<file path="src/hw/rtl/dwpd_pkg.sv">
// Shared types, register codes and constants of the dual-wheel PID drive.
`timescale 1ns / 1ps

package dwpd_pkg;

  // Field and register widths
  localparam int unsigned CNT_W      = 16;
  localparam int unsigned GOAL_W     = 16;
  localparam int unsigned GAIN_W     = 32;
  localparam int unsigned DRV_W      = 16;
  localparam int unsigned CFG_IDX_W  = 3;
  localparam int unsigned CFG_DATA_W = 32;

  // Internal datapath widths
  localparam int unsigned TRAVEL_W = CNT_W + 1;          // sum or difference of two counts
  localparam int unsigned ERR_W    = CNT_W + 2;          // distance / heading error
  localparam int unsigned DIFF_W   = ERR_W + 1;          // error minus previous error
  localparam int unsigned SUM_W    = 40;                 // saturating error sum
  localparam int unsigned SUM_LO_W = SUM_W / 2;          // low half of the split sum
  localparam int unsigned SUM_HI_W = SUM_W - SUM_LO_W;
  localparam int unsigned P_W      = GAIN_W + ERR_W;     // proportional product
  localparam int unsigned D_W      = GAIN_W + DIFF_W;    // derivative product
  localparam int unsigned IH_W     = GAIN_W + SUM_HI_W;  // integral, high partial
  localparam int unsigned IL_W     = GAIN_W + SUM_LO_W + 1; // integral, low partial
  localparam int unsigned INT_W    = IH_W + SUM_LO_W;    // full integral product
  localparam int unsigned ISAT_W   = 62;                 // integral after +-2^60 cap
  localparam int unsigned PD_W     = D_W + 1;            // P plus D
  localparam int unsigned ACC_W    = ISAT_W + 1;         // full PID accumulator
  localparam int unsigned CORR_W   = ERR_W;              // clamped corrections
  localparam int unsigned OUTS_W   = CORR_W + 1;         // correction sum before clamp

  // Output scaling of the two loops
  localparam int unsigned DIST_SHIFT = 10;
  localparam int unsigned HEAD_SHIFT = 9;

  // Tolerances and limits
  localparam int unsigned DIST_TOLERANCE  = 40;
  localparam int unsigned HEAD_TOLERANCE  = 25;
  localparam int unsigned DRIVE_LIMIT     = 32767;
  localparam int unsigned HEAD_CORR_LIMIT = 18022;

  // Register indexes
  localparam logic [CFG_IDX_W-1:0] REG_GOAL_DIST  = 3'd0;
  localparam logic [CFG_IDX_W-1:0] REG_GOAL_HEAD  = 3'd1;
  localparam logic [CFG_IDX_W-1:0] REG_DIST_PROP  = 3'd2;
  localparam logic [CFG_IDX_W-1:0] REG_DIST_INTEG = 3'd3;
  localparam logic [CFG_IDX_W-1:0] REG_DIST_DERIV = 3'd4;
  localparam logic [CFG_IDX_W-1:0] REG_HEAD_PROP  = 3'd5;
  localparam logic [CFG_IDX_W-1:0] REG_HEAD_INTEG = 3'd6;
  localparam logic [CFG_IDX_W-1:0] REG_HEAD_DERIV = 3'd7;

  // Input beat
  typedef struct packed {
    logic signed [CNT_W-1:0] left_count;
    logic signed [CNT_W-1:0] right_count_raw;
    logic                    restart;
  } in_beat_t;

  // Output beat
  typedef struct packed {
    logic signed [DRV_W-1:0] left_drive;
    logic signed [DRV_W-1:0] right_drive;
    logic                    goal_reached;
  } out_beat_t;

  // Configuration registers
  typedef struct packed {
    logic signed [GOAL_W-1:0] goal_distance;
    logic signed [GOAL_W-1:0] goal_heading;
    logic signed [GAIN_W-1:0] dist_prop_gain;
    logic signed [GAIN_W-1:0] dist_integral_gain;
    logic signed [GAIN_W-1:0] dist_deriv_gain;
    logic signed [GAIN_W-1:0] head_prop_gain;
    logic signed [GAIN_W-1:0] head_integral_gain;
    logic signed [GAIN_W-1:0] head_deriv_gain;
  } cfg_t;

  localparam cfg_t CFG_RESET = '{
    goal_distance:      16'sd0,
    goal_heading:       16'sd0,
    dist_prop_gain:     32'sd83886,
    dist_integral_gain: 32'sd0,
    dist_deriv_gain:    32'sd10066329,
    head_prop_gain:     32'sd11744,
    head_integral_gain: 32'sd0,
    head_deriv_gain:    32'sd2516582
  };

  // Error stage result
  typedef struct packed {
    logic signed [ERR_W-1:0]  ed;
    logic signed [DIFF_W-1:0] dd;
    logic signed [SUM_W-1:0]  dsum;
    logic signed [ERR_W-1:0]  eh;
    logic signed [DIFF_W-1:0] dh;
    logic signed [SUM_W-1:0]  hsum;
    logic                     done;
  } err_t;

  // Product stage result
  typedef struct packed {
    logic signed [P_W-1:0]  dp;
    logic signed [D_W-1:0]  dd;
    logic signed [IH_W-1:0] dih;
    logic signed [IL_W-1:0] dil;
    logic signed [P_W-1:0]  hp;
    logic signed [D_W-1:0]  hd;
    logic signed [IH_W-1:0] hih;
    logic signed [IL_W-1:0] hil;
    logic                   done;
  } prod_t;

  // Integral-capped partial sums
  typedef struct packed {
    logic signed [ISAT_W-1:0] di;
    logic signed [PD_W-1:0]   dpd;
    logic signed [ISAT_W-1:0] hi;
    logic signed [PD_W-1:0]   hpd;
    logic                     done;
  } mix_t;

  // Clamped corrections
  typedef struct packed {
    logic signed [CORR_W-1:0] dc;
    logic signed [CORR_W-1:0] hc;
    logic                     done;
  } corr_t;

endpackage

</file>
<file path="src/hw/rtl/dwpd_mix.sv">
// Combine stages: integral cap, PID sums, scaling and correction clamps.
`timescale 1ns / 1ps

module dwpd_mix import dwpd_pkg::*; (
  input  logic  clk_i,
  input  logic  load_sum_i,
  input  logic  load_corr_i,
  input  prod_t prod_i,
  input  cfg_t  cfg_i,
  output corr_t corr_o
);

  localparam logic signed [INT_W-1:0] ICAP   = INT_W'(1) <<< (ISAT_W - 2);
  localparam logic signed [ACC_W-1:0] DC_LIM = ACC_W'(2 ** (CORR_W - 1) - 1);
  localparam logic signed [ACC_W-1:0] HC_LIM = ACC_W'(HEAD_CORR_LIMIT);

  logic signed [INT_W-1:0] di_full, hi_full;
  logic signed [ACC_W-1:0] dacc, hacc, dsh, hsh;
  mix_t                    mix_d, mix_q;
  corr_t                   corr_d, corr_q;

  // cap an integral product to +-2^60
  function automatic logic signed [ISAT_W-1:0] cap_term(input logic signed [INT_W-1:0] x);
    if (x > ICAP) begin
      return ISAT_W'(ICAP);
    end
    if (x < -ICAP) begin
      return ISAT_W'(-ICAP);
    end
    return ISAT_W'(x);
  endfunction

  // symmetric clamp into a correction
  function automatic logic signed [CORR_W-1:0] clamp_corr(input logic signed [ACC_W-1:0] x,
                                                          input logic signed [ACC_W-1:0] lim);
    if (x > lim) begin
      return CORR_W'(lim);
    end
    if (x < -lim) begin
      return CORR_W'(-lim);
    end
    return CORR_W'(x);
  endfunction

  // join integral halves and cap; add P and D
  always_comb begin
    di_full    = (INT_W'(prod_i.dih) <<< SUM_LO_W) + INT_W'(prod_i.dil);
    hi_full    = (INT_W'(prod_i.hih) <<< SUM_LO_W) + INT_W'(prod_i.hil);
    mix_d.di   = cap_term(di_full);
    mix_d.hi   = cap_term(hi_full);
    mix_d.dpd  = PD_W'(prod_i.dp) + PD_W'(prod_i.dd);
    mix_d.hpd  = PD_W'(prod_i.hp) + PD_W'(prod_i.hd);
    mix_d.done = prod_i.done;
  end

  always_ff @(posedge clk_i) begin
    if (load_sum_i) begin
      mix_q <= mix_d;
    end
  end

  // full sums, floor scaling to Q3.15, clamps
  always_comb begin
    dacc = ACC_W'(mix_q.di) + ACC_W'(mix_q.dpd);
    hacc = ACC_W'(mix_q.hi) + ACC_W'(mix_q.hpd);
    dsh  = dacc >>> DIST_SHIFT;
    hsh  = hacc >>> HEAD_SHIFT;
    // distance correction is narrowed well past any value the drive clamp lets through
    corr_d.dc   = clamp_corr(dsh, DC_LIM);
    // heading loop is off while its goal is zero
    corr_d.hc   = (cfg_i.goal_heading == '0) ? '0 : clamp_corr(hsh, HC_LIM);
    corr_d.done = mix_q.done;
  end

  always_ff @(posedge clk_i) begin
    if (load_corr_i) begin
      corr_q <= corr_d;
    end
  end

  assign corr_o = corr_q;

endmodule

</file>
<file path="config.mk">
export PLATFORM = sky130hd
export DESIGN_NAME = dwpd_mix
export DESIGN_NICKNAME = d
export VERILOG_FILES = /design/src/hw/rtl/dwpd_pkg.sv /design/src/hw/rtl/dwpd_mix.sv
export SDC_FILE = /design/constraint.sdc
export NUM_CORES = 1
export LEC_CHECK = 0
export BUFFER_PORTS_ARGS = -buffer_cell sky130_fd_sc_hd__buf_2
export CORE_AREA = 4 4 263 265
export CTS_CLUSTER_SIZE = 28
export DETAILED_ROUTE_END_ITERATION = 16
export DIE_AREA = 0 0 267 269
export GPL_ROUTABILITY_DRIVEN = 0
export PLACE_DENSITY = 0.72
export SYNTH_ARGS = -nofsm -noshare
export SYNTH_HDL_FRONTEND = slang
export SYNTH_SLANG_ARGS = --single-unit
export TNS_END_PERCENT = 5
</file>
<file path="constraint.sdc">
create_clock -name clk_i -period 6.55 [get_ports clk_i]
set_clock_uncertainty 0.1 [all_clocks]
set_input_delay 1.31 -clock clk_i [delete_from_list [all_inputs] [get_ports clk_i]]
set_output_delay 1.31 -clock clk_i [all_outputs]
set_load 0.01 [all_outputs]
</file>
==> results of run 1 <==
placed cells by master, fill, tap and decap left out, drive strengths merged, types with 16 or more instances in the layout:
master and n:
nor3 112, xor2 83, a21boi 59, a31oi 47
nor4 47, o211ai 47, nand2 314, a21oi 412
o21bai 47, inv 90, ha 326, or3 30
a21o 171, buf 487, o21ai 226, nor3b 20
a211o 16, o21a 41, nor2b 37, and2 78
nand4 118, nand2b 36, nand3 99, nor2 269
a211oi 45, edfxtp 266, and3 52, o31ai 21
xnor2 159, clkbuf 34
state kept, by name, summed over array words and instances, names as in the netlist:
register	count
mix_q	228
corr_o	37
corr_d	1
report_power, final:
group | internal [mW] | switching [mW]
sequential | 2.14 | 0.100
combinational | 1.50 | 2.52
clock | 1.01 | 0.731
stage by stage:
step           hold slack [ns]  setup slack [ns]  std cells  area, µm²  total power [mW]
2_1_floorplan            0.300              1.54       3698      30500              4.98
3_3_place_gp             0.321             0.555       4912      33500              6.13
3_5_place_dp             0.308             0.452       4912      33500              6.17
4_1_cts                  0.322              1.06       4967      34600              7.93
5_1_grt                  0.335             0.603       4970      34600              8.48
6_report                 0.321              1.04       4974      34600              8.00
path summary, 6_finish.rpt:
check	start	to	slack, ns
worst max-delay path	prod_i[227]	mix_q[211]$_SDFFCE_PP0P_	1.04
worst min-delay path	corr_d[0]$_DFFE_PP_	corr_o[0]$_DFFE_PP_	0.32
worst max register to register	mix_q[16]$_DFFE_PP_	corr_o[7]$_SDFFCE_PP0P_	1.09
worst min register to register	corr_d[0]$_DFFE_PP_	corr_o[0]$_DFFE_PP_	0.32
metal layers:
layer | GRT usage (%) | wire, µm | vias to the layer above | part of all wire, %
met5 | 0 | 69 | - | 0.067
met4 | 6.74 | 2480 | 10 | 2.4
met3 | 4.49 | 9760 | 158 | 9.5
met2 | 41.1 | 43500 | 1481 | 42
met1 | 39.5 | 46900 | 14400 | 46
li1 | - | - | 15000 | -
cell type report:
type	instances	area (µm²)	area share (%)
timing repair buffer	487	2510	7.25
inverter	88	330	0.955
tap	873	1090	3.16
multi-input combinational	3198	21600	62.5
clock inverter	21	254	0.734
antenna	7	17.5	0.0507
clock buffer	34	766	2.21
sequential	266	7990	23.1
cells by family (layout without fill, tap and decap cells):
logic type,Yosys count,after routing,synth area share [%]
flops,266,266,26.2
fa+ha+maj,330,330,13.6
simple gates,1294,1294,21.6
mux,19,19,0.644
compound gates,1313,1313,28.0
other cells,0,7,0
buf+inv,234,630,3.01
xor+xnor,242,242,6.94
==> impl_results.md, run 1 <==
* Nets at 5041
* I/O pin cnt at 677
* Total track usage at 26.8%
* Worst path bufs/invs at 2
* Max Transition Viols Final at 0
* Clock sink total at 266
* Share of the synthesized area in the top cell type at 26.2%
* Core Region at 66800 µm²
* Max Cap Viol at 0
* Family with the most delay on the worst path: compound AO/OA/AOI/OAI gates
* Number of global-route vias before repair at 28200
* Longest Clk Path Bufs at 3
* Die Y-Extent at 269 µm
* Crit path required time at 6.90 ns
* WS Path Type: primary input to flip-flop
* Final Critical Period at 5.51 ns
* Status: finished clean
* Crit path depth at 16
* Vias/cell at 6.24
* Crit-path cells: buf_2 > ha_1 > inv_1 > fa_1 > nor2b_1 > o31a_1 > o31a_1 > o41a_1 > a21boi_2 > o21ai_1 > a311o_1 > nand4_1 > or4_1 > o21ai_1 > a21o_4 > and4_1
* Post-detail-place hpwl at 84900 µm
* Syn nets at 4668
* PortBufs at 468
* Slowest stage delay, CP at 0.51 ns
* RSZ-0062 raised after global routing: no
* #FFs+latches synth at 266
* Slew headroom at 33.4%
* Largest net degree at the start of global routing at 138
* Detailed-route wire length per cell at 20.7 µm
* Final hold violation count at 0
* Root Driver: clkbuf_16
* Cell count after synthesis at 3698
* CTS H-tree lvls at 1
* VDD IR max at 0.180 mV
* WL final at 103000 µm
* Hold path depth at 0
* Fraction of layout instances using a drive strength above 1 at 14.3%
* Setup-failing EPs final at 0
* Post_cts resized at 0
* Hold Path Class: flip-flop to flip-flop
* Synth Area per Inst at 8.25 µm²
* Power Dens Cells at 231 nW/µm²
* Total CTS buffers at 30
* Clock-pin slew on the worst setup and hold paths at 0.06 ns
* Core Util, Final at 51.8%
* WP data arrival at 5.85 ns
* Total number of vias at 31000
* Sequential area share after synthesis at 26.2%
* Clock Latency Late Sink at 0.59 ns
* Initial Util at 45.7%
* CP endpoint kind: flip-flop
* Slew of the pin with the lowest slew margin at 0.994 ns
* Area growth syn-to-layout at 13.3%
* Period utilisation layout at 84.1%
* Post-synth EDFFs at 266
* CTS tree: yes
* Synth warnings at 0
* Post-Syn Area at 30500 µm²
* Post-CTS Setup Bufs at 0
* First-pass GRT wire length at 156000 µm
* Yosys top cell by area: edfxtp_1
* Chip Width at 267 µm
* Lkg Pwr at 14.4 nW
* Unique cell type count in the Yosys netlist at 93
* CP max stage cell: or4_1
* Grt total ovfl at 0
* Final setup TNS at 0 ns
* Reg2reg path depth at 12
* Antenna violations before repair at 9
* Rows at 95
* Ys async rst share at 0%
* Largest fanout on the critical path at 43
* DRC Markers at 0
* Cell with the most instances after synthesis: a21oi_1
* Filler Cell Count at 6357
* Die area at 71800 µm²
* Primary FF master, synth: edfxtp_1
* Initial DRC count at 3252
* Router iterations before antenna repair at 6
* Hold-fix buffers at CTS at 0
* Final ANT Viol Nets at 0
* Synth area leaders: edfxtp_1 26%, ha_1 13%, a21oi_1 6.7%
* Maximum clock frequency at 0.182 GHz
* Commonest cells in the synthesized netlist: 411 x a21oi_1, 326 x ha_1, 314 x nand2_1, 269 x nor2_1, 266 x edfxtp_1
* Setup crit start kind: primary input
No activity file was read; power rests on OpenSTA's default activity.
==> inputs of run 2 (changes only) <==
==> constraint.sdc (replaced) <==
create_clock -name clk_i -period 5.4 [get_ports clk_i]
set_clock_uncertainty 0.1 [all_clocks]
set_input_delay 1.08 -clock clk_i [delete_from_list [all_inputs] [get_ports clk_i]]
set_output_delay 1.08 -clock clk_i [all_outputs]
set_load 0.01 [all_outputs]
==> impl_results.md, run 2 (synthesis results as in run 1) <==
* VDD IR max at 0.203 mV
* Dpl ws at -0.0762 ns
* Chip Width at 267 µm
* Max Transition Viols Final at 0
* CTS H-tree lvls at 1
* Fraction of layout instances using a drive strength above 1 at 16.0%
* Commonest non-fill, non-tap cells in the layout: 467 x buf_2, 411 x a21oi_1, 326 x ha_1
* PortBufs at 468
* Setup crit start kind: flip-flop
* Router iterations before antenna repair at 6
* Largest net degree at the start of global routing at 94
* Setup ws final at 0.305 ns
* Top cell by count, worst path: a21oi_1
* Initial DRC count at 3282
* Area growth syn-to-layout at 15.4%
* Commonest non-fill, non-tap cell in the layout: buf_2
* Biggest register: mix_q
* Nets at 5128
* Core Util, Final at 52.7%
* Number of global-route vias before repair at 28500
* Hold Path Class: flip-flop to flip-flop
* Reg2reg path depth at 13
* Largest register FFs at 228
* Clock sink total at 266
* First-pass GRT wire length at 158000 µm
* DRC Markers at 0
* Crit-path cells: ha_1 > a21oi_1 > a21boi_0 > o31ai_1 > nand3_1 > a31oi_1 > a2bb2oi_1 > a21oi_1 > xnor2_1 > nand4_1 > nand4bb_1 > o21bai_1 > a22oi_1
* Slew of the pin with the lowest slew margin at 1.16 ns
* Hold-fix buffers at CTS at 0
* Grt total ovfl at 0
* I/O pin cnt at 677
* WS Path Type: flip-flop to flip-flop
* Total number of vias at 31600
* Max Cap Viol at 0
* R2r endpoint: corr_o[22]$_SDFFCE_PN1P_
* WL final at 104000 µm
* Maximum clock frequency at 0.196 GHz
* Hold path depth at 0
* Crit path required time at 5.56 ns
* Final ANT Viol Nets at 0
* Die area at 71800 µm²
* Period utilisation layout at 94.4%
* Slowest stage delay, CP at 0.63 ns
* Clock Latency Late Sink at 0.59 ns
* CP endpoint kind: flip-flop
* WP data arrival at 5.25 ns
* Status: finished clean
* Power Dens Cells at 277 nW/µm²
* Die Y-Extent at 269 µm
* Detailed-route wire length per cell at 20.7 µm
* Final Critical Period at 5.10 ns
* Power, Total at 9.74 mW
* Final hold violation count at 0
* WHS Endpoint: corr_o[0]$_DFFE_PP_
* Longest Clk Path Bufs at 3
* R2R setup slack at 0.30 ns
* Setup-failing EPs final at 0
* Total CTS buffers at 29
* Post-detail-place hpwl at 86600 µm
* Clock-pin slew on the worst setup and hold paths at 0.06 ns
* Hold path startpoint: corr_d[0]$_DFFE_PP_
* Antenna violations before repair at 7
* CP max stage cell: a31oi_1
* Core Region at 66800 µm²
* Root Driver: clkbuf_16
* Largest fanout on the critical path at 13
* Reg-to-Reg Start: mix_q[120]$_DFFE_PP_
* Total track usage at 27.2%
* Lkg Pwr at 14.8 nW
* Rows at 95
* CTS tree: yes
* Slew headroom at 22.3%
* Post_cts resized at 0
* Vias/cell at 6.24
* Post-CTS Setup Bufs at 0
* Initial Util at 45.7%
* RSZ-0062 raised after global routing: no
[run 2: changes by cell type in the layout (fill, tap and decap cells not counted)]
cell,change
buf_4,+84
clkinvlp_4,-5
buf_12,+4
diode_2,-4
clkinv_2,+2
inv_6,-2
a211oi_1,-1
a211oi_2,+1
clkbuf_1,+1
clkbuf_16,-1
clkinv_16,-1
inv_16,+1
[run 2: cell type report]
class	count	area (µm²)
clock inverter	16	199
clock buffer	34	744
antenna	3	7.51
inverter	88	330
fill	6168	31600
sequential	266	7990
timing repair buffer	575	3220
multi-input combinational	3198	21600
tap	873	1090
[run 2: worst max-delay path: cells and delay by family (launching register included)]
kind | cells | cell delay [ns]
flip-flops | 1 | 0.38
AND/OR/NAND/NOR | 3 | 0.98
XOR/XNOR | 1 | 0.17
AO/OA/AOI/OAI | 8 | 2.79
adder cells (fa/ha/maj) | 1 | 0.34
[run 2: power by group]
group | switching (mW) | leakage [nW] | internal [mW]
registers | 0.125 | 2.57 | 2.60
clock network | 0.846 | 0.456 | 1.17
logic | 3.09 | 11.8 | 1.91
[run 2: how the worst max path moves through the flow]
stage,start,endpoint
after floorplan,prod_i[227],mix_q[214]$_SDFFCE_PP0P_
after global placement,prod_i[227],mix_q[169]$_SDFFCE_PP0P_
after detailed placement,prod_i[227],mix_q[210]$_SDFFCE_PP0P_
after CTS,mix_q[128]$_DFFE_PP_,corr_o[22]$_SDFFCE_PN1P_
after global routing,mix_q[120]$_DFFE_PP_,corr_o[22]$_SDFFCE_PN1P_
final,mix_q[120]$_DFFE_PP_,corr_o[22]$_SDFFCE_PN1P_
[run 2: layer usage]
layer | vias to the layer above | GRT usage, % | wire, µm | share of wire [%]
met5 | - | 0 | 55 | 0.053
met4 | 10 | 6.87 | 2610 | 2.5
met3 | 151 | 5.05 | 10300 | 9.8
met2 | 1562 | 42.1 | 44500 | 43
met1 | 14700 | 39.3 | 47000 | 45
li1 | 15100 | - | - | -
[run 2: per-stage QoR]
step / TNS, ns / std cells / instance area (µm²) / hold slack (ns)
after floorplan: 0 / 3698 / 30500 / 0.300
after global placement: 0 / 5000 / 34300 / 0.310
after detailed placement: -1.95 / 5000 / 34300 / 0.322
after CTS: 0 / 5050 / 35200 / 0.346
after global routing: 0 / 5051 / 35200 / 0.354
final: 0 / 5053 / 35200 / 0.337
