--- src/hw/rtl/dwpd_pkg.sv ---
// Shared types, register codes and constants of the dual-wheel PID drive.
`timescale 1ns / 1ps

package dwpd_pkg;

  // Field and register widths
  localparam int unsigned CNT_W      = 16;
  localparam int unsigned GOAL_W     = 16;
  localparam int unsigned GAIN_W     = 32;
  localparam int unsigned DRV_W      = 16;
  localparam int unsigned CFG_IDX_W  = 3;
  localparam int unsigned CFG_DATA_W = 32;

  // Internal datapath widths
  localparam int unsigned TRAVEL_W = CNT_W + 1;          // sum or difference of two counts
  localparam int unsigned ERR_W    = CNT_W + 2;          // distance / heading error
  localparam int unsigned DIFF_W   = ERR_W + 1;          // error minus previous error
  localparam int unsigned SUM_W    = 40;                 // saturating error sum
  localparam int unsigned SUM_LO_W = SUM_W / 2;          // low half of the split sum
  localparam int unsigned SUM_HI_W = SUM_W - SUM_LO_W;
  localparam int unsigned P_W      = GAIN_W + ERR_W;     // proportional product
  localparam int unsigned D_W      = GAIN_W + DIFF_W;    // derivative product
  localparam int unsigned IH_W     = GAIN_W + SUM_HI_W;  // integral, high partial
  localparam int unsigned IL_W     = GAIN_W + SUM_LO_W + 1; // integral, low partial
  localparam int unsigned INT_W    = IH_W + SUM_LO_W;    // full integral product
  localparam int unsigned ISAT_W   = 62;                 // integral after +-2^60 cap
  localparam int unsigned PD_W     = D_W + 1;            // P plus D
  localparam int unsigned ACC_W    = ISAT_W + 1;         // full PID accumulator
  localparam int unsigned CORR_W   = ERR_W;              // clamped corrections
  localparam int unsigned OUTS_W   = CORR_W + 1;         // correction sum before clamp

  // Output scaling of the two loops
  localparam int unsigned DIST_SHIFT = 10;
  localparam int unsigned HEAD_SHIFT = 9;

  // Tolerances and limits
  localparam int unsigned DIST_TOLERANCE  = 40;
  localparam int unsigned HEAD_TOLERANCE  = 25;
  localparam int unsigned DRIVE_LIMIT     = 32767;
  localparam int unsigned HEAD_CORR_LIMIT = 18022;

  // Register indexes
  localparam logic [CFG_IDX_W-1:0] REG_GOAL_DIST  = 3'd0;
  localparam logic [CFG_IDX_W-1:0] REG_GOAL_HEAD  = 3'd1;
  localparam logic [CFG_IDX_W-1:0] REG_DIST_PROP  = 3'd2;
  localparam logic [CFG_IDX_W-1:0] REG_DIST_INTEG = 3'd3;
  localparam logic [CFG_IDX_W-1:0] REG_DIST_DERIV = 3'd4;
  localparam logic [CFG_IDX_W-1:0] REG_HEAD_PROP  = 3'd5;
  localparam logic [CFG_IDX_W-1:0] REG_HEAD_INTEG = 3'd6;
  localparam logic [CFG_IDX_W-1:0] REG_HEAD_DERIV = 3'd7;

  // Input beat
  typedef struct packed {
    logic signed [CNT_W-1:0] left_count;
    logic signed [CNT_W-1:0] right_count_raw;
    logic                    restart;
  } in_beat_t;

  // Output beat
  typedef struct packed {
    logic signed [DRV_W-1:0] left_drive;
    logic signed [DRV_W-1:0] right_drive;
    logic                    goal_reached;
  } out_beat_t;

  // Configuration registers
  typedef struct packed {
    logic signed [GOAL_W-1:0] goal_distance;
    logic signed [GOAL_W-1:0] goal_heading;
    logic signed [GAIN_W-1:0] dist_prop_gain;
    logic signed [GAIN_W-1:0] dist_integral_gain;
    logic signed [GAIN_W-1:0] dist_deriv_gain;
    logic signed [GAIN_W-1:0] head_prop_gain;
    logic signed [GAIN_W-1:0] head_integral_gain;
    logic signed [GAIN_W-1:0] head_deriv_gain;
  } cfg_t;

  localparam cfg_t CFG_RESET = '{
    goal_distance:      16'sd0,
    goal_heading:       16'sd0,
    dist_prop_gain:     32'sd83886,
    dist_integral_gain: 32'sd0,
    dist_deriv_gain:    32'sd10066329,
    head_prop_gain:     32'sd11744,
    head_integral_gain: 32'sd0,
    head_deriv_gain:    32'sd2516582
  };

  // Error stage result
  typedef struct packed {
    logic signed [ERR_W-1:0]  ed;
    logic signed [DIFF_W-1:0] dd;
    logic signed [SUM_W-1:0]  dsum;
    logic signed [ERR_W-1:0]  eh;
    logic signed [DIFF_W-1:0] dh;
    logic signed [SUM_W-1:0]  hsum;
    logic                     done;
  } err_t;

  // Product stage result
  typedef struct packed {
    logic signed [P_W-1:0]  dp;
    logic signed [D_W-1:0]  dd;
    logic signed [IH_W-1:0] dih;
    logic signed [IL_W-1:0] dil;
    logic signed [P_W-1:0]  hp;
    logic signed [D_W-1:0]  hd;
    logic signed [IH_W-1:0] hih;
    logic signed [IL_W-1:0] hil;
    logic                   done;
  } prod_t;

  // Integral-capped partial sums
  typedef struct packed {
    logic signed [ISAT_W-1:0] di;
    logic signed [PD_W-1:0]   dpd;
    logic signed [ISAT_W-1:0] hi;
    logic signed [PD_W-1:0]   hpd;
    logic                     done;
  } mix_t;

  // Clamped corrections
  typedef struct packed {
    logic signed [CORR_W-1:0] dc;
    logic signed [CORR_W-1:0] hc;
    logic                     done;
  } corr_t;

endpackage

--- src/hw/rtl/dwpd_err.sv ---
// Error stage: count conditioning, errors, saturating sums and loop state.
`timescale 1ns / 1ps

module dwpd_err import dwpd_pkg::*; (
  input  logic     clk_i,
  input  logic     rst_ni,
  input  logic     load_i,
  input  in_beat_t beat_i,
  input  cfg_t     cfg_i,
  output err_t     err_o
);

  localparam logic signed [CNT_W-1:0] RAW_MIN = {1'b1, {(CNT_W-1){1'b0}}};
  localparam logic signed [CNT_W-1:0] RAW_MAX = {1'b0, {(CNT_W-1){1'b1}}};
  localparam logic signed [ERR_W-1:0] DIST_BAND = ERR_W'(2 * DIST_TOLERANCE);
  localparam logic signed [ERR_W-1:0] HEAD_BAND = ERR_W'(HEAD_TOLERANCE);

  // loop state
  logic signed [ERR_W-1:0] prev_ed_q, prev_eh_q;
  logic signed [SUM_W-1:0] dsum_q, hsum_q;
  logic                    done_q;

  logic signed [CNT_W-1:0]    right;
  logic signed [TRAVEL_W-1:0] travel, spread;
  logic signed [ERR_W-1:0]    ed, eh, pd, ph;
  logic signed [SUM_W-1:0]    dbase, hbase;
  logic                       done_base;
  err_t                       err_d, err_q;

  // add one error to a sum, saturating at the sum's range
  function automatic logic signed [SUM_W-1:0] sat_add(input logic signed [SUM_W-1:0] base,
                                                      input logic signed [ERR_W-1:0] e);
    logic [SUM_W:0] s;
    s = {base[SUM_W-1], base} + {{(SUM_W+1-ERR_W){e[ERR_W-1]}}, e};
    if (s[SUM_W] != s[SUM_W-1]) begin
      return s[SUM_W] ? {1'b1, {(SUM_W-1){1'b0}}} : {1'b0, {(SUM_W-1){1'b1}}};
    end
    return s[SUM_W-1:0];
  endfunction

  // errors and next state
  always_comb begin
    right  = (beat_i.right_count_raw == RAW_MIN) ? RAW_MAX : -beat_i.right_count_raw;
    travel = {beat_i.left_count[CNT_W-1], beat_i.left_count} + {right[CNT_W-1], right};
    spread = {beat_i.left_count[CNT_W-1], beat_i.left_count} - {right[CNT_W-1], right};
    ed     = {cfg_i.goal_distance[GOAL_W-1], cfg_i.goal_distance, 1'b0}
             - {travel[TRAVEL_W-1], travel};
    eh     = {{2{cfg_i.goal_heading[GOAL_W-1]}}, cfg_i.goal_heading}
             - {spread[TRAVEL_W-1], spread};

    // restart clears the state before this tick
    pd        = beat_i.restart ? '0 : prev_ed_q;
    ph        = beat_i.restart ? '0 : prev_eh_q;
    dbase     = beat_i.restart ? '0 : dsum_q;
    hbase     = beat_i.restart ? '0 : hsum_q;
    done_base = beat_i.restart ? 1'b0 : done_q;

    err_d.ed   = ed;
    err_d.eh   = eh;
    err_d.dd   = {ed[ERR_W-1], ed} - {pd[ERR_W-1], pd};
    err_d.dh   = {eh[ERR_W-1], eh} - {ph[ERR_W-1], ph};
    err_d.dsum = sat_add(dbase, ed);
    err_d.hsum = sat_add(hbase, eh);
    err_d.done = done_base
                 || ((cfg_i.goal_distance != '0) && (ed > -DIST_BAND) && (ed < DIST_BAND))
                 || ((cfg_i.goal_heading != '0) && (eh > -HEAD_BAND) && (eh < HEAD_BAND));
  end

  // state update, once per beat
  always_ff @(posedge clk_i or negedge rst_ni) begin
    if (!rst_ni) begin
      prev_ed_q <= '0;
      prev_eh_q <= '0;
      dsum_q    <= '0;
      hsum_q    <= '0;
      done_q    <= 1'b0;
    end else if (load_i) begin
      prev_ed_q <= ed;
      prev_eh_q <= eh;
      dsum_q    <= err_d.dsum;
      hsum_q    <= err_d.hsum;
      done_q    <= err_d.done;
    end
  end

  // stage register
  always_ff @(posedge clk_i) begin
    if (load_i) begin
      err_q <= err_d;
    end
  end

  assign err_o = err_q;

endmodule

--- config.mk ---
export PLATFORM = sky130hd
export DESIGN_NAME = dwpd_err
export DESIGN_NICKNAME = d
export VERILOG_FILES = /design/src/hw/rtl/dwpd_pkg.sv /design/src/hw/rtl/dwpd_err.sv
export SDC_FILE = /design/constraint.sdc
export NUM_CORES = 1
export LEC_CHECK = 0
export BUFFER_PORTS_ARGS = -buffer_cell sky130_fd_sc_hd__buf_2
export CORE_ASPECT_RATIO = 1.5
export CORE_MARGIN = 3
export CORE_UTILIZATION = 45
export CTS_CLUSTER_DIAMETER = 40
export DETAILED_ROUTE_END_ITERATION = 7
export GPL_TIMING_DRIVEN = 0
export MAX_ROUTING_LAYER = met4
export PLACE_DENSITY = 0.68
export SLEW_MARGIN = 20
export SYNTH_ARGS = -nofsm -noshare
export SYNTH_HDL_FRONTEND = slang
export SYNTH_SLANG_ARGS = --single-unit
--- constraint.sdc ---
create_clock -name clk_i -period 11.77 [get_ports clk_i]
set_input_delay 0.5885 -clock clk_i [delete_from_list [all_inputs] [get_ports clk_i]]
set_output_delay 0.5885 -clock clk_i [all_outputs]
set_load 0.02 [all_outputs]
==> flow_summary.json, run 1 <==
{
  "num_rows": 92,
  "synthTopCellsByArea": "edfxtp_1 24%, dfrtp_1 15%, ha_1 9.4%",
  "r2r_start": "hsum_q[16]",
  "finalCritPeriodShare_pct": 86.50,
  "clock_sinks": 272,
  "dieArea_um2": 45550,
  "r2r_slack_ns": 6.68,
  "tns_ns": 0,
  "yosysTopAreaCell": "edfxtp_1",
  "viasPerCell": 5.568,
  "drt_iter0_drc": 877,
  "grt_setup_unrepaired": "no",
  "hold_violations": 0,
  "grt_max_degree": 88,
  "die_h_um": 259.9,
  "grt_pass1_vias": 16280,
  "num-nets-final": 2712,
  "whs_path_depth": 1,
  "synthDominantCellAreaShare_pct": 24.07,
  "synth_adder_area_share_pct": 14.16,
  "syn_nets": 2451,
  "hpwl_mm": 42.76,
  "drt-pass1-iter-count": 5,
  "design_area_um2": 22440,
  "r2r_cells": 16,
  "fp.coreArea_um2": 42250,
  "fin_total_pwr_mw": 7.334,
  "ant_nets": 0,
  "ys_types": 85,
  "clkLatencyLatePin_ns": 0.53,
  "num_vias": 15930,
  "area_growth_pct": 16.04,
  "power_density_nw_per_um2": 326.8,
  "routed.top_layer": "met4",
  "cts_max_level": 2,
  "synth_top_family_by_area": "compound AO/OA/AOI/OAI gates",
  "worstPathMaxFanout": 25,
  "synthArstFlopShare_pct": 43.01,
  "min_path_type": "flop to flop",
  "yosys.area_share.simple_pct": 15.78,
  "synth-seq-area-share_pct": 39.21,
  "drv_cap": 0,
  "critPathMaxStageDelay_ns": 0.80,
  "syn_avg_cell_area_um2": 9.626,
  "pin_count": 415,
  "clockBufferDepth": 3,
  "ys_ff_latch": 272,
  "holdPathEnd": "prev_eh_q[0]",
  "slew-limit-headroom_pct": 28.29,
  "worst_pin_slew_ns": 1.074,
  "numCtsBuffers": 34,
  "finClkSkew_ns": 0.01022,
  "die_w_um": 175.3,
  "grt_antenna_before_repair": 1,
  "cts.clk_slew.worst_paths_ns": 0.06,
  "drv_slew": 0,
  "end_kind": "flop",
  "critical_path_class": "input pin to flop",
  "grt_pass1_wl_mm": 87.44,
  "portBuffers": 222,
  "status": "complete, no violations",
  "synth_mux_area_share_pct": 4.484,
  "yosys_warnings": 0,
  "post-route-drc-count": 0,
  "wl_met3_mm": 2.363,
  "wl_met1_mm": 22.48,
  "hold_start": "prev_eh_q[0]",
  "start_kind": "input pin",
  "n_fill_cell": 3881,
  "synth.most_common_cell": "nand2_1",
  "initial_core_util_pct": 45.78,
  "r2r-end": "err_o[28]",
  "period_needed_ns": 10.18,
  "cp.required_ns": 12.02,
  "p_leak_nw": 9.714,
  "synth-edff-count": 155,
  "cts_tree": "yes",
  "synth-main-ff-cell": "edfxtp_1",
  "max_clock_freq_mhz": 98.22,
  "cts-resized-gates": 0,
  "cts_root_buf": "clkbuf_16",
  "setup_viol": 0,
  "drive_above_1_share_pct": 17.51,
  "cp_slowest_cell": "a2111oi_2",
  "wirelength_mm": 55.43,
  "synth_compound_area_share_pct": 16.19,
  "grt_remaining_overflow": 0,
  "globalplace.congestion": 0.9601,
  "synthTopCellsByCount": "187 x nand2_1, 186 x a21oi_1, 155 x edfxtp_1",
  "syn_area_um2": 19340,
  "placed_area_um2": 21240,
  "ir_worst_vdd_mv": 0.2117,
  "synth_xor_xnor_area_share_pct": 6.114,
  "wl_met2_mm": 28.38,
  "wl_per_cell_um": 19.37,
  "synthCells": 2009,
  "grt_usage_pct": 24.90,
  "arrival_ns": 10.43
}
## layer usage
layer / global-route usage [%] / vias to the layer above
met5: - / -
met4: 9.228 / 0
met3: 2.907 / 129
met2: 44.51 / 475
met1: 28.67 / 7604
li1: - / 7721
## worst max-delay path: cells and delay by family
family / cells / cell delay, ns
compound gates: 16 / 3.87
simple gates: 10 / 2.60
buf+inv: 6 / 1.73
fa+ha+maj: 3 / 1.44
mux: 1 / 0.15
## what timing repair did
| item | CTS | global route |
|---|---|---|
| hold buffers | 1 | 0 |
| setup buffers | 0 | 0 |
| hold endpoints to repair | 37 | 0 |
## registers in the layout, summed over array words and instances (netlist names)
signal and flops:
hsum_q 40, prev_eh_q 18, err_o 155, done_q 1
prev_ed_q 18, dsum_q 40
## cell families (layout without fill, tap and decap cells)
kind of cell	after synthesis	in the layout
DFF	272	272
muxes	77	77
other	0	1
buffers and inverters	198	485
AOI/OAI and AO/OA	496	496
adders and majority gates	200	200
and+or+nand+nor	631	631
xor gates and xnor gates	135	135
## final cells by class
class / instances / area [um^2] / share of cell area (%)
multi-input combinational: 1539 / 10980 / 48.93
buffer: 65 / 286.5 / 1.277
clock buffer: 38 / 885.9 / 3.948
timing repair buffer: 225 / 1196 / 5.330
sequential: 272 / 7582 / 33.79
tap: 564 / 705.7 / 3.145
clock inverter: 24 / 300.3 / 1.338
inverter: 133 / 500.5 / 2.230
antenna: 1 / 2.502 / 0.01115
## per-stage QoR
stage | hold WS [ns] | cells | utilization (%) | worst slack (ns)
global placement | 0.4831 | 2795 | 50.08 | 0.9208
detailed placement | 0.4883 | 2797 | 50.27 | 1.166
finish | 0.5002 | 2861 | 53.12 | 1.589
floorplan | 0.2929 | 2009 | - | 3.211
CTS | 0.5021 | 2860 | 53.10 | 1.659
global route | 0.5127 | 2861 | 53.12 | 0.7553
## cells in the final DEF (no fill, tap or decap), types with 73 or more instances in the layout
cell	instances
dfrtp_1	117
inv_1	132
edfxtp_1	155
xnor2_1	105
nor2b_1	97
nand2_1	187
o21ai_0	86
a21oi_1	186
mux2_2	73
buf_2	223
ha_1	146
nor2_1	152
## where the power goes
group / internal, mW / total [mW] / leakage [nW] / switching (mW)
clock: 0.664 / 1.09 / 0.577 / 0.425
combinational: 1.71 / 4.40 / 6.33 / 2.69
sequential: 1.67 / 1.84 / 2.81 / 0.178
total: 4.04 / 7.33 / 9.71 / 3.30
## worst max-delay path by stage
stage | endpoint | startpoint | slack, ns
final | err_o[28] | beat_i[4] | 1.59
after floorplan | err_o[18] | beat_i[6] | 3.21
after detailed placement | err_o[28] | beat_i[6] | 1.17
after global placement | err_o[28] | beat_i[6] | 0.92
after CTS | err_o[28] | beat_i[6] | 1.66
after global routing | err_o[29] | beat_i[6] | 0.76
Note: power is estimated with default switching activity, not from simulation.
==> run 2, diff against run 1 <==
Settings changed: GPL_TIMING_DRIVEN 0 to unset, MAX_ROUTING_LAYER met4 to unset.
==> run 2 against run 1 <==
Flip-flop and latch count did not move. Global-route usage down 2.8 points. Sequential share of layout area is 0.21 points higher. Setup slack better by 0.55 ns. Clock power shrank 4%. Critical path depth shrank 1. Critical path type unchanged. Largest cell class unchanged.
==> flow_summary.json, run 2 (same netlist as run 1, synthesis figures left out) <==
{
  "status": "complete, no violations",
  "n_fill_cell": 3893,
  "grt_usage_pct": 22.05,
  "seqPwrFrac_pct": 25.7,
  "switching_power_mw": 3.206,
  "cp.required_ns": 12.19,
  "drt_iter0_drc": 917,
  "worst_pin_slew_ns": 1.054,
  "initial_core_util_pct": 45.78,
  "multi_input_area_um2": 10980,
  "p_comb_share_pct": 59.6,
  "p_leak_nw": 9.698,
  "drt-pass1-iter-count": 5,
  "grt_setup_unrepaired": "no",
  "max_clock_freq_mhz": 103.9,
  "cts-resized-gates": 0,
  "num_vias": 15670,
  "finalCritPeriodShare_pct": 81.81,
  "setup_ws_ns": 2.141,
  "die_w_um": 175.3,
  "die_h_um": 259.9,
  "grt_antenna_before_repair": 0,
  "clock_sinks": 272,
  "antenna_cells": 0,
  "cts.clk_slew.worst_paths_ns": 0.06,
  "drive_above_1_share_pct": 18.58,
  "grt_remaining_overflow": 0,
  "min_path_type": "input pin to async pin",
  "placed_cells": 2761,
  "clkLatencyLatePin_ns": 0.54,
  "power_density_nw_per_um2": 322.7,
  "dieArea_um2": 45550,
  "portBuffers": 222,
  "mostFrequentLayoutCell": "buf_2",
  "drv_slew": 0,
  "grt_max_degree": 187,
  "cts_root_buf": "clkbuf_16",
  "globalplace.congestion": 0.9440,
  "hpwl_mm": 37.69,
  "p_clk_share_pct": 14.6,
  "num_rows": 92,
  "cts_hold_buf": 0,
  "pin_count": 415,
  "worstPathMaxFanout": 32,
  "place_ws_ns": 1.669,
  "period_needed_ns": 9.629,
  "critPathMaxStageDelay_ns": 0.85,
  "post-route-drc-count": 0,
  "arrival_ns": 10.04,
  "post_cts_buffers": 0,
  "viasPerCell": 5.546,
  "ant_nets": 0,
  "grt_pass1_wl_mm": 80.90,
  "p_int_mw": 3.991,
  "numCtsBuffers": 35,
  "finClkSkew_ns": 0.01886,
  "swShare_pct": 44.55,
  "hold_violations": 0,
  "area_growth_pct": 15.33,
  "layoutNonFillerInstCount": 2825,
  "end_kind": "flop",
  "critical_path_class": "input pin to flop",
  "regArea_um2": 7582,
  "drv_cap": 0,
  "wirelength_mm": 50.60,
  "slew-limit-headroom_pct": 29.72,
  "fp.coreArea_um2": 42250,
  "clockBufferDepth": 3,
  "tns_ns": 0,
  "largest_reg_flops": 155,
  "mostFrequentLayoutCells": "220 x buf_2, 187 x nand2_1, 186 x a21oi_1",
  "ir_worst_vdd_mv": 0.2022,
  "start_kind": "input pin",
  "cts_tree": "yes",
  "cp_slowest_cell": "a2111oi_2",
  "fin_worst_hold_slack_ns": 0.02434,
  "grt_pass1_vias": 15660,
  "wl_per_cell_um": 17.91,
  "num-nets-final": 2676,
  "cts_max_level": 2,
  "setup_viol": 0
}
## run 2: cell types whose count changed in the layout (fill, tap and decap cells not counted), sizes merged
cell	change
dlygate4sd3	-1
clkinvlp	+2
bufinv	-4
clkinv	+2
clkbuf	-45
diode	-1
buf	+11
## run 2: final cells by class
type,count,share of cell area (%)
multi-input combinational,1539,49.21
timing repair buffer,253,6.137
inverter,133,2.244
clock buffer,40,4.151
clock inverter,24,1.094
tap,564,3.164
sequential,272,34.00
## run 2: power by group through the flow
stage	Sequential, mW	Combinational, mW	Clock (mW)
floorplan	2.14	2.86	0
global placement	1.85	4.21	0
detailed placement	1.86	4.28	0
CTS	1.85	4.31	1.08
global route	1.90	4.75	1.12
finish	1.85	4.29	1.05
## run 2: stage by stage
| step | total power [mW] | util [%] | instance area, um^2 |
|---|---|---|---|
| CTS | 7.245 | 52.79 | 22300 |
| finish | 7.196 | 52.79 | 22300 |
| global placement | 6.064 | 50.02 | 21130 |
| floorplan | 5.002 | - | 19340 |
| detailed placement | 6.140 | 50.02 | 21130 |
| global route | 7.771 | 52.79 | 22300 |
## run 2: path summary, 6_finish.rpt
kind	from	slack [ns]	depth (start not counted)	to
min	rst_ni	0.02	1	hsum_q[29]
max	beat_i[6]	2.14	35	hsum_q[29]
max reg2reg	hsum_q[16]	6.90	16	hsum_q[29]
min reg2reg	dsum_q[32]	0.50	1	dsum_q[32]
max in group asynchronous	rst_ni	10.11	3	hsum_q[22]
min in group clk_i	dsum_q[32]	0.50	1	dsum_q[32]
## run 2: critical path: cells and delay by family
kind	cells	cell delay (ns)
AO/OA/AOI/OAI	17	4.04
AND/OR/NAND/NOR	9	2.49
adder cells (fa/ha/maj)	3	1.42
buffers and inverters	4	1.05
multiplexers	2	0.43
## run 2: per-layer routing
layer	vias up	global-route usage, %	wire length, um
met1	7528	25.88	20280
li1	7631	-	-
met2	406	40.48	26070
met5	-	0	0
met4	0	7.675	1640
met3	103	3.652	2616
==> run 3, diff against run 2 <==
Clock period 11.77 ns to 9.5 ns, I/O delays scaled along.
==> run 3 against run 2 <==
Clock-buffer cell count is 2 lower. Routed wire length is 1.4% higher. Hold slack worse by 0.011 ns.
==> flow_summary.json, run 3 (same netlist as run 1, synthesis figures left out) <==
{
  "drv_cap": 0,
  "ir_worst_vdd_mv": 0.2447,
  "post-route-drc-count": 0,
  "min_path_type": "input pin to async pin",
  "fin_total_pwr_mw": 8.943,
  "fp.coreArea_um2": 42250,
  "hpwl_mm": 38.58,
  "drv_slew": 0,
  "clockBufferDepth": 3,
  "p_leak_nw": 9.748,
  "cts.clk_slew.worst_paths_ns": 0.06,
  "power_density_nw_per_um2": 400.2,
  "grt_antenna_before_repair": 0,
  "grt_pass1_wl_mm": 81.81,
  "globalplace.congestion": 0.9579,
  "end_kind": "flop",
  "r2r_cells": 16,
  "ant_nets": 0,
  "cp.required_ns": 9.90,
  "antenna_cells": 0,
  "clock_sinks": 272,
  "status": "complete, no violations",
  "grt_usage_pct": 22.21,
  "critical_path_class": "input pin to flop",
  "num_rows": 92,
  "grt_setup_unrepaired": "no",
  "drt_iter0_drc": 860,
  "grt_pass1_vias": 15870,
  "post_cts_buffers": 0,
  "cp_slowest_cell": "a2111oi_1",
  "die_w_um": 175.3,
  "tns_ns": 0,
  "cts_hold_buf": 0,
  "wirelength_mm": 51.31,
  "cts_max_level": 2,
  "finClkSkew_ns": 0.01386,
  "finalCritPeriodShare_pct": 90.99,
  "hold_violations": 0,
  "pin_count": 415,
  "drt-pass1-iter-count": 6,
  "arrival_ns": 9.04,
  "worst_pin_slew_ns": 0.9113,
  "wl_per_cell_um": 18.07,
  "critPathMaxStageDelay_ns": 0.56,
  "area_growth_pct": 15.53,
  "period_needed_ns": 8.644,
  "cts_tree": "yes",
  "largest_reg_flops": 155,
  "r2r-end": "dsum_q[11]",
  "portBuffers": 222,
  "worstPathMaxFanout": 33,
  "mostFrequentLayoutCells": "220 x buf_2, 187 x nand2_1, 186 x a21oi_1",
  "grt_remaining_overflow": 0,
  "r2r_start": "dsum_q[6]",
  "cts-resized-gates": 0,
  "initial_core_util_pct": 45.78,
  "viasPerCell": 5.533,
  "crit_top_cell": "a21oi_1",
  "dieArea_um2": 45550,
  "setup_viol": 0,
  "mostFrequentLayoutCell": "buf_2",
  "max_clock_freq_mhz": 115.7,
  "cts_root_buf": "clkbuf_16",
  "num-nets-final": 2693,
  "numCtsBuffers": 34,
  "r2r_slack_ns": 4.97,
  "clkLatencyLatePin_ns": 0.52,
  "die_h_um": 259.9,
  "num_vias": 15710,
  "start_kind": "input pin",
  "grt_max_degree": 91,
  "slew-limit-headroom_pct": 39.25,
  "drive_above_1_share_pct": 19.11
}
-- run 3: layout make-up --
cell class | instances | area (um^2)
Multi-Input combinational cell | 1539 | 10970
Inverter | 133 | 500.5
Tap cell | 564 | 705.7
Clock buffer | 38 | 887.1
Sequential cell | 272 | 7582
Timing Repair Buffer | 271 | 1516
Fill cell | 3909 | 19900
Clock inverter | 23 | 180.2
-- run 3: where the power goes --
group | internal, mW | switching, mW
combinational | 2.19 | 3.23
sequential | 2.06 | 0.232
clock | 0.694 | 0.531
-- run 3: critical path: cells and delay by family --
kind,cells,cell delay [ns]
multiplexers,1,0.15
adder cells (fa/ha/maj),3,1.19
buffers and inverters,3,0.60
AND/OR/NAND/NOR,10,2.39
AO/OA/AOI/OAI,17,4.22
-- run 3: worst max-delay path by stage --
| stage | start | to | slack [ns] |
|---|---|---|---|
| 6_report | beat_i[6] | hsum_q[26] | 0.86 |
| 3_3_place_gp | beat_i[6] | err_o[11] | 0.41 |
| 2_1_floorplan | beat_i[6] | err_o[18] | 1.05 |
| 4_1_cts | beat_i[6] | hsum_q[26] | 0.93 |
| 5_1_grt | beat_i[6] | hsum_q[26] | 0.39 |
| 3_5_place_dp | beat_i[6] | hsum_q[26] | 0.41 |
-- run 3: per-stage QoR --
step | cell area [um^2] | hold slack, ns | setup slack [ns] | cells | util [%]
after global routing | 22340 | 0.06618 | 0.3870 | 2840 | 52.89
after CTS | 22340 | 0.03978 | 0.9271 | 2840 | 52.89
final | 22340 | 0.01285 | 0.8558 | 2840 | 52.89
after floorplan | 19340 | 0.1794 | 1.054 | 2009 | -
after global placement | 21280 | 0.4807 | 0.4125 | 2779 | 50.36
after detailed placement | 21280 | 0.4878 | 0.4093 | 2779 | 50.36
-- run 3: routing by layer --
layer,track usage (%),vias to the layer above,part of all wire (%)
met5,0,-,0
met4,8.097,0,3.6
met3,3.038,107,4.6
met2,41.12,423,51
met1,26.01,7522,40
li1,-,7662,-
